===== src/design/srs_pkg.sv =====
// shared types, constants and helpers of the readout sequencer
`default_nettype none

package srs_pkg;

    localparam int CNT_W        = 20;
    localparam int CFG_W        = 20;
    localparam int START_W      = 18;
    localparam int PIX_IDX_W    = 9;
    localparam int SAMPLE_W     = 8;
    localparam int S_TDATA_W    = 8;
    localparam int M_TDATA_W    = 24;

    localparam int DEF_PIXEL_COUNT = 288;
    localparam int DEF_LEAD_CLOCKS = 88;

    localparam logic [CFG_W-1:0]   MIN_TIME_US      = CFG_W'(54 * 4);
    localparam logic [START_W-1:0] START_OFFSET     = START_W'(48);
    localparam logic [START_W-1:0] START_PULSES_RST = START_W'(6);

    localparam logic OP_TICK  = 1'b0;
    localparam logic OP_BEGIN = 1'b1;

    typedef enum logic [2:0] {
        PH_IDLE  = 3'd0,
        PH_FIRST = 3'd1,
        PH_INTEG = 3'd2,
        PH_GAP   = 3'd3,
        PH_LEAD  = 3'd4,
        PH_PIXEL = 3'd5
    } phase_t;

    typedef struct packed {
        phase_t             phase;
        logic [CNT_W-1:0]   pulse_counter;
        logic               half_period_flag;
        logic               clock_line;
        logic               start_line;
    } srs_state_t;

    typedef struct packed {
        logic                 clock_level;
        logic                 start_level;
        logic                 pixel_valid;
        logic [PIX_IDX_W-1:0] pixel_index;
        logic [SAMPLE_W-1:0]  pixel_value;
        logic                 last_pixel;
        logic                 busy_res;
    } srs_result_t;

    // start-high pulse count: max(t, 216) / 4 - 48
    function automatic logic [START_W-1:0] start_pulses(input logic [CFG_W-1:0] t);
        logic [CFG_W-1:0] t_eff;
        t_eff = (t < MIN_TIME_US) ? MIN_TIME_US : t;
        return t_eff[CFG_W-1:2] - START_OFFSET;
    endfunction

endpackage

`default_nettype wire


===== src/design/srs_step.sv =====
// next-state and result logic for one tick or begin request
`default_nettype none

module srs_step
    import srs_pkg::*;
#(
    parameter int PIXEL_COUNT = DEF_PIXEL_COUNT,
    parameter int LEAD_CLOCKS = DEF_LEAD_CLOCKS
)
(
    input  wire srs_state_t             cur,
    input  wire                         op,
    input  wire [SAMPLE_W-1:0]          video_sample,
    input  wire [START_W-1:0]           start_pulses_n,
    output srs_state_t                  nxt,
    output srs_result_t                 res
);

    phase_t           ph;
    logic [CNT_W-1:0] cnt_inc;
    logic             pix_valid;
    logic             pix_last;

    assign cnt_inc = cur.pulse_counter + CNT_W'(1);

    // unused phase codes fall back to idle
    always_comb
    begin
        case (cur.phase)
            PH_FIRST, PH_INTEG, PH_GAP, PH_LEAD, PH_PIXEL: ph = cur.phase;
            default:                                      ph = PH_IDLE;
        endcase
    end

    always_comb
    begin
        nxt       = cur;
        nxt.phase = ph;
        pix_valid = 1'b0;
        pix_last  = 1'b0;
        if (op == OP_BEGIN)
        begin
            if (ph == PH_IDLE)
            begin
                nxt.clock_line       = 1'b1;
                nxt.start_line       = 1'b0;
                nxt.pulse_counter    = '0;
                nxt.half_period_flag = 1'b1;
                nxt.phase            = PH_FIRST;
            end
        end
        else
        begin
            case (ph)
                PH_FIRST:
                begin
                    nxt.clock_line       = 1'b0;
                    nxt.start_line       = 1'b1;
                    nxt.pulse_counter    = '0;
                    nxt.half_period_flag = 1'b0;
                    nxt.phase            = PH_INTEG;
                end
                PH_INTEG:
                begin
                    if (!cur.half_period_flag)
                    begin
                        nxt.clock_line       = 1'b1;
                        nxt.half_period_flag = 1'b1;
                    end
                    else
                    begin
                        nxt.clock_line       = 1'b0;
                        nxt.half_period_flag = 1'b0;
                        nxt.pulse_counter    = cnt_inc;
                        if (cnt_inc >= CNT_W'(start_pulses_n))
                        begin
                            nxt.start_line    = 1'b0;
                            nxt.pulse_counter = '0;
                            nxt.phase         = PH_GAP;
                        end
                    end
                end
                PH_GAP:
                begin
                    nxt.clock_line       = 1'b1;
                    nxt.half_period_flag = 1'b1;
                    nxt.pulse_counter    = '0;
                    nxt.phase            = (LEAD_CLOCKS > 0) ? PH_LEAD : PH_PIXEL;
                end
                PH_LEAD:
                begin
                    if (cur.half_period_flag)
                    begin
                        nxt.clock_line       = 1'b0;
                        nxt.half_period_flag = 1'b0;
                    end
                    else
                    begin
                        nxt.pulse_counter    = cnt_inc;
                        nxt.clock_line       = 1'b1;
                        nxt.half_period_flag = 1'b1;
                        if (cnt_inc >= CNT_W'(LEAD_CLOCKS))
                        begin
                            nxt.pulse_counter = '0;
                            nxt.phase         = PH_PIXEL;
                        end
                    end
                end
                PH_PIXEL:
                begin
                    if (cur.half_period_flag)
                    begin
                        nxt.clock_line       = 1'b0;
                        nxt.half_period_flag = 1'b0;
                    end
                    else
                    begin
                        pix_valid         = 1'b1;
                        nxt.pulse_counter = cnt_inc;
                        if (cnt_inc >= CNT_W'(PIXEL_COUNT))
                        begin
                            pix_last             = 1'b1;
                            nxt.pulse_counter    = '0;
                            nxt.clock_line       = 1'b0;
                            nxt.half_period_flag = 1'b0;
                            nxt.phase            = PH_IDLE;
                        end
                        else
                        begin
                            nxt.clock_line       = 1'b1;
                            nxt.half_period_flag = 1'b1;
                        end
                    end
                end
                default:
                begin
                    nxt.phase = PH_IDLE;
                end
            endcase
        end
    end

    always_comb
    begin
        res.clock_level = nxt.clock_line;
        res.start_level = nxt.start_line;
        res.pixel_valid = pix_valid;
        res.pixel_index = pix_valid ? cur.pulse_counter[PIX_IDX_W-1:0] : '0;
        res.pixel_value = pix_valid ? video_sample : '0;
        res.last_pixel  = pix_last;
        res.busy_res    = (nxt.phase != PH_IDLE);
    end

endmodule

`default_nettype wire


===== src/design/spectrometer_readout_sequencer_top.sv =====
// top level of the linear sensor readout sequencer
// Each slave transaction is either one 2 us time-base tick (tuser = 0) or a request to begin a
// readout (tuser = 1); every transaction yields exactly one master transaction carrying the clock
// and start line levels after that step, the busy flag and, at the end of each pixel pulse's low
// half, the captured video sample with its index. A readout is one clock high, start high for
// N clock pulses with N = max(integration_time_us, 216) / 4 - 48, one gap tick, LEAD_CLOCKS
// lead-in pulses and PIXEL_COUNT pixel pulses; the final pixel carries tlast. A begin request
// during a readout is ignored. Rate: one transaction per clock cycle sustained, with each result
// registered; the step logic sits between the state register and the output register, which also
// acts as the skid stage, so tready only drops while a result waits and m_tready is low.
// The integration time register may be written at any time; N is recomputed on the write
// and takes effect from the next tick on.
`default_nettype none

module spectrometer_readout_sequencer_top
    import srs_pkg::*;
#(
    parameter int PIXEL_COUNT = DEF_PIXEL_COUNT,
    parameter int LEAD_CLOCKS = DEF_LEAD_CLOCKS
)
(
    input  wire                     clk,
    input  wire                     rst_n,
    // configuration write channel: integration_time_us
    input  wire                     cfg_valid,
    output logic                    cfg_ready,
    input  wire  [CFG_W-1:0]        cfg_data,
    // slave side
    input  wire                     s_tvalid,
    output logic                    s_tready,
    input  wire  [S_TDATA_W-1:0]    s_tdata,   // [7:0] video_sample
    input  wire                     s_tuser,   // [0] op
    // master side
    output logic                    m_tvalid,
    input  wire                     m_tready,
    output logic [M_TDATA_W-1:0]    m_tdata,   // [0] clock_level, [1] start_level,
                                               // [10:2] pixel_index, [18:11] pixel_value,
                                               // [19] busy_res, [23:20] zero
    output logic                    m_tuser,   // [0] pixel_valid
    output logic                    m_tlast    // last_pixel
);

    srs_state_t       state_reg;
    srs_state_t       state_next;
    srs_result_t      result_reg;
    srs_result_t      result_next;
    logic             out_valid_reg;
    logic [START_W-1:0] start_pulses_reg;
    logic             in_fire;

    // configuration always taken; start pulse count worked out on the write
    assign cfg_ready = 1'b1;

    always_ff @(posedge clk or negedge rst_n)
    begin
        if (!rst_n)
        begin
            start_pulses_reg <= START_PULSES_RST;
        end
        else if (cfg_valid)
        begin
            start_pulses_reg <= start_pulses(cfg_data);
        end
    end

    // input is taken whenever the output register is empty or being drained
    assign s_tready = !out_valid_reg || m_tready;
    assign in_fire  = s_tvalid && s_tready;

    srs_step #(
        .PIXEL_COUNT (PIXEL_COUNT),
        .LEAD_CLOCKS (LEAD_CLOCKS)
    ) u_srs_step (
        .cur            (state_reg),
        .op             (s_tuser),
        .video_sample   (s_tdata[SAMPLE_W-1:0]),
        .start_pulses_n (start_pulses_reg),
        .nxt            (state_next),
        .res            (result_next)
    );

    // sequencer state advances once per accepted transaction
    always_ff @(posedge clk or negedge rst_n)
    begin
        if (!rst_n)
        begin
            state_reg <= '{phase: PH_IDLE, pulse_counter: '0, half_period_flag: 1'b0,
                           clock_line: 1'b0, start_line: 1'b0};
        end
        else if (in_fire)
        begin
            state_reg <= state_next;
        end
    end

    // output register valid flag
    always_ff @(posedge clk or negedge rst_n)
    begin
        if (!rst_n)
        begin
            out_valid_reg <= 1'b0;
        end
        else if (in_fire)
        begin
            out_valid_reg <= 1'b1;
        end
        else if (m_tready)
        begin
            out_valid_reg <= 1'b0;
        end
    end

    // result payload, no reset needed
    always_ff @(posedge clk)
    begin
        if (in_fire)
        begin
            result_reg <= result_next;
        end
    end

    assign m_tvalid = out_valid_reg;
    assign m_tdata  = {4'b0000, result_reg.busy_res, result_reg.pixel_value,
                       result_reg.pixel_index, result_reg.start_level, result_reg.clock_level};
    assign m_tuser  = result_reg.pixel_valid;
    assign m_tlast  = result_reg.last_pixel;

endmodule

`default_nettype wire


===== config.mk =====
export PLATFORM = sky130hd
export DESIGN_NAME = spectrometer_readout_sequencer_top
export DESIGN_NICKNAME = d
export VERILOG_FILES = /design/src/design/srs_pkg.sv /design/src/design/srs_step.sv /design/src/design/spectrometer_readout_sequencer_top.sv
export SDC_FILE = /design/constraint.sdc
export NUM_CORES = 1
export LEC_CHECK = 0
export CELL_PAD_IN_SITES_DETAIL_PLACEMENT = 0
export CELL_PAD_IN_SITES_GLOBAL_PLACEMENT = 2
export CORE_MARGIN = 3
export CORE_UTILIZATION = 35
export CTS_CLUSTER_SIZE = 10
export DETAILED_ROUTE_END_ITERATION = 8
export DONT_BUFFER_PORTS = 1
export GPL_TIMING_DRIVEN = 0
export HOLD_SLACK_MARGIN = 0.1
export PLACE_DENSITY_LB_ADDON = 0.2
export SLEW_MARGIN = 20
export SYNTH_ARGS = -nofsm -noshare
export SYNTH_HDL_FRONTEND = slang
export SYNTH_SLANG_ARGS = --single-unit

===== constraint.sdc =====
create_clock -name clk -period 5 [get_ports clk]
set_input_delay 1 -clock clk [delete_from_list [all_inputs] [get_ports clk]]
set_output_delay 1 -clock clk [all_outputs]
set_load 0.02 [all_outputs]

==> metrics.csv <==
stage,metric,value,unit
run_status,run status,"finished, final reports clean",
synthesis,register area share after synthesis,40.9,%
timing,fmax,248,MHz
global_routing,first-pass GRT wire length,17.6,mm
power_and_ir_drop,Pwr Density,348,mW/mm^2
timing,Rel. slew slack,32.3,%
critical_path,slowest CP cell,nor4_4,
critical_path,worst path required time,5270,ps
global_routing,largest net degree at the start of global routing,46,
power_and_ir_drop,sw frac,30.3,%
finish,Ant. Diodes,0,
detailed_routing,final WL,10.6,mm
floorplan,core footprint,0.0121,mm^2
power_and_ir_drop,Final Power,1.71,mW
timing,fin crit share,80.8,%
detailed_routing,DR iter-0 viols,191,
critical_path,CP Class,reg2reg,
synthesis,warnings from Yosys,0,
floorplan,die area,0.0139,mm^2
power_and_ir_drop,peak supply drop,133,uV
placed_design,count of input and output buffers,0,
timing,minimum clock period,4040,ps
finish,fillcell total,1228,
placed_design,Placed Cells,637,
finish,final instance area,0.00492,mm^2
cts,Post-CTS Setup Repair Bufs,0,
timing,final setup vio count,0,
power_and_ir_drop,Clk pwr share,40.4,%
cts,Post-CTS Hold Buffers,0,
floorplan,starting density of the core,36.1,%
power_and_ir_drop,Leak,2.12,nW
timing,setup tns final,0,ps
detailed_routing,number of routed nets with antenna violations,0,
finish,share of post-route cells with drive strength above 1,11.1,%
floorplan,chip width,118,um
finish,"commonest non-fill, non-tap cells in the layout","43 x dfrtp_1, 34 x nand2_1, 32 x nor2_1",
finish,Non-Filler Instances,653,
finish,post-synthesis to final-layout area growth,12.5,%
finish,"commonest non-fill, non-tap cell in the layout",dfrtp_1,
placed_design,Place WS,935,ps
timing,setup repair after global routing missed its margin,false,
timing,count of pins over their slew limit,0,
floorplan,I/O Pins,63,
cts,CTS Buffer Depth,2,
cts,CTS root buffer,clkbuf_16,
placed_design,routability cong.,0.810,
placed_design,DPL Wire Length,7.82,mm
finish,max reg flops,26,
timing,Final Hold Viols,0,
timing,Hold WS,353,ps
detailed_routing,drt drc,0,
cts,Clock Sink Count,67,
synthesis,number of different library cells in the post-synthesis netlist,72,
cts,"CTS clk-pin slew, worst paths",60,ps
cts,CTS tree,done,
detailed_routing,DR vias,3372,
cts,Post-CTS Resized,0,
critical_path,worst-path maximum fanout,8,
placed_design,DP Area,0.00460,mm^2
cts,cts bufs inserted,9,
critical_path,Slowest Stage Delay on Critical Path,560,ps
critical_path,Worst Setup End Kind,register,
synthesis,Syn Inst Count,466,
timing,worst-margin pin slew,1010,ps
critical_path,crit path cell chain,"ha_1, nand3_1, nor4_4, nand3_1, xnor2_1, ha_1, nor4b_1, o211ai_1, a21o_1, a21oi_1, a221o_1",
synthesis,"FFs w/ async S/R, synth",67.2,%
power_and_ir_drop,Net Sw Power,519,uW
power_and_ir_drop,Cell Int Power,1.19,mW
global_routing,grt total ovfl,0,
synthesis,"FF+latch count, synth",67,
global_routing,GRT Resource Usage Total,15.9,%
global_routing,initial antenna violation count,0,
synthesis,"Cell Area, Synth",0.00437,mm^2
cts,clk_lat worst skew,340,ps
power_and_ir_drop,Sequential Power Share,40.1,%
synthesis,"EDFF count, synth",22,
flow_run,max cap viols,0,
timing,setup ws final,960,ps
finish,nets,532,
floorplan,Die Span Y,118,um
cts,H-tree Lvls,3,
detailed_routing,wire per inst,16.2,um
power_and_ir_drop,logic gate share of total power,19.6,%
timing,Clock Skew,7.90,ps
synthesis,prevailing post-synth register cell,dfrtp_1,
global_routing,number of global-route vias before repair,3352,
synthesis,Syn Area/Cell,9.39,um^2
critical_path,startpoint type of the worst setup path,register,
worst_hold_path,Min-Delay Path Class,in2async,
critical_path,crit path DAT,4310,ps
floorplan,Rows,40,
detailed_routing,router iterations before antenna repair,4,
finish,utilization after layout,40.6,%
detailed_routing,vias per std cell,5.16,
## power groups by stage
stage	clock (mW)	sequential [mW]	combinational [mW]
3_3_place_gp	0	0.696	0.327
5_1_grt	0.729	0.692	0.376
2_1_floorplan	0	0.688	0.253
6_report	0.691	0.686	0.335
3_5_place_dp	0	0.697	0.334
4_1_cts	0.704	0.687	0.337
## synth_stat cells, types with 4 or more instances
cell type / n / area, um^2
a21oi_1: 24 / 120
a211oi_1: 8 / 60.1
nand4_1: 5 / 31.3
clkbuf_1: 17 / 63.8
o31ai_1: 5 / 37.5
mux2i_1: 4 / 40.0
o211ai_1: 8 / 60.1
nor2b_1: 4 / 25.0
buf_4: 11 / 82.6
nand2_1: 34 / 128
nor3_1: 11 / 55.1
or4_1: 4 / 30.0
buf_2: 6 / 30.0
a22o_1: 6 / 52.6
or3_1: 5 / 31.3
inv_1: 28 / 105
nand2b_1: 7 / 43.8
o21a_1: 5 / 37.5
nor2_1: 32 / 120
nand3_1: 23 / 115
xnor2_1: 17 / 149
and2_1: 4 / 25.0
and3_1: 22 / 138
ha_1: 18 / 225
o21ai_0: 16 / 80.1
dfrtp_1: 43 / 1080
xor2_1: 11 / 96.3
edfxtp_1: 22 / 661
## layer usage
layer / wire length (um) / track usage [%] / vias to the layer above
met5: 0 / 0 / -
met3: 366 / 3.08 / 12
li1: - / - / 1719
met4: 185 / 6.08 / 0
met1: 5090 / 21.4 / 1570
met2: 4910 / 25.3 / 71
## worst paths after layout
| check | start | to | slack, ps | depth (start not counted) |
|---|---|---|---|---|
| worst max-delay path | state_reg[3] | state_reg[17] | 960 | 11 |
| worst min-delay path | rst_n | state_reg[6] | 350 | 0 |
| worst max register to register | state_reg[3] | state_reg[17] | 960 | 11 |
| worst min register to register | state_reg[1] | state_reg[1] | 510 | 1 |
| max in group asynchronous | rst_n | start_pulses_reg[1] | 4460 | 0 |
| min in group clk | state_reg[1] | state_reg[1] | 510 | 1 |
## cell type report
cell class	instances	area, um^2	area share (%)
inverters	28	105	2.14
plain buffers	35	181	3.69
multi-input cells	339	2310	46.9
flip-flops and latches	67	1790	36.4
well taps	168	210	4.27
clock inverters	7	98.8	2.01
clock buffers	9	225	4.58
## critical path, delay by kind of cell (launching register included)
family,cells,cell delay [ps]
AOI/OAI and AO/OA,4,1270
xor gates and xnor gates,1,180
adders and majority gates,2,570
DFF,1,530
and+or+nand+nor,4,1410
## cell families after synthesis
logic type                 Yosys count  synth area share [%]
xor gates and xnor gates            29                  6.12
AOI/OAI and AO/OA                  105                  16.8
adders and majority gates           18                  5.15
muxes                                6                  1.43
buffers and inverters               63                  6.55
DFF                                 67                  40.9
and+or+nand+nor                    176                  22.9
other                                2                 0.172
No activity file was read; power rests on OpenSTA's default activity.
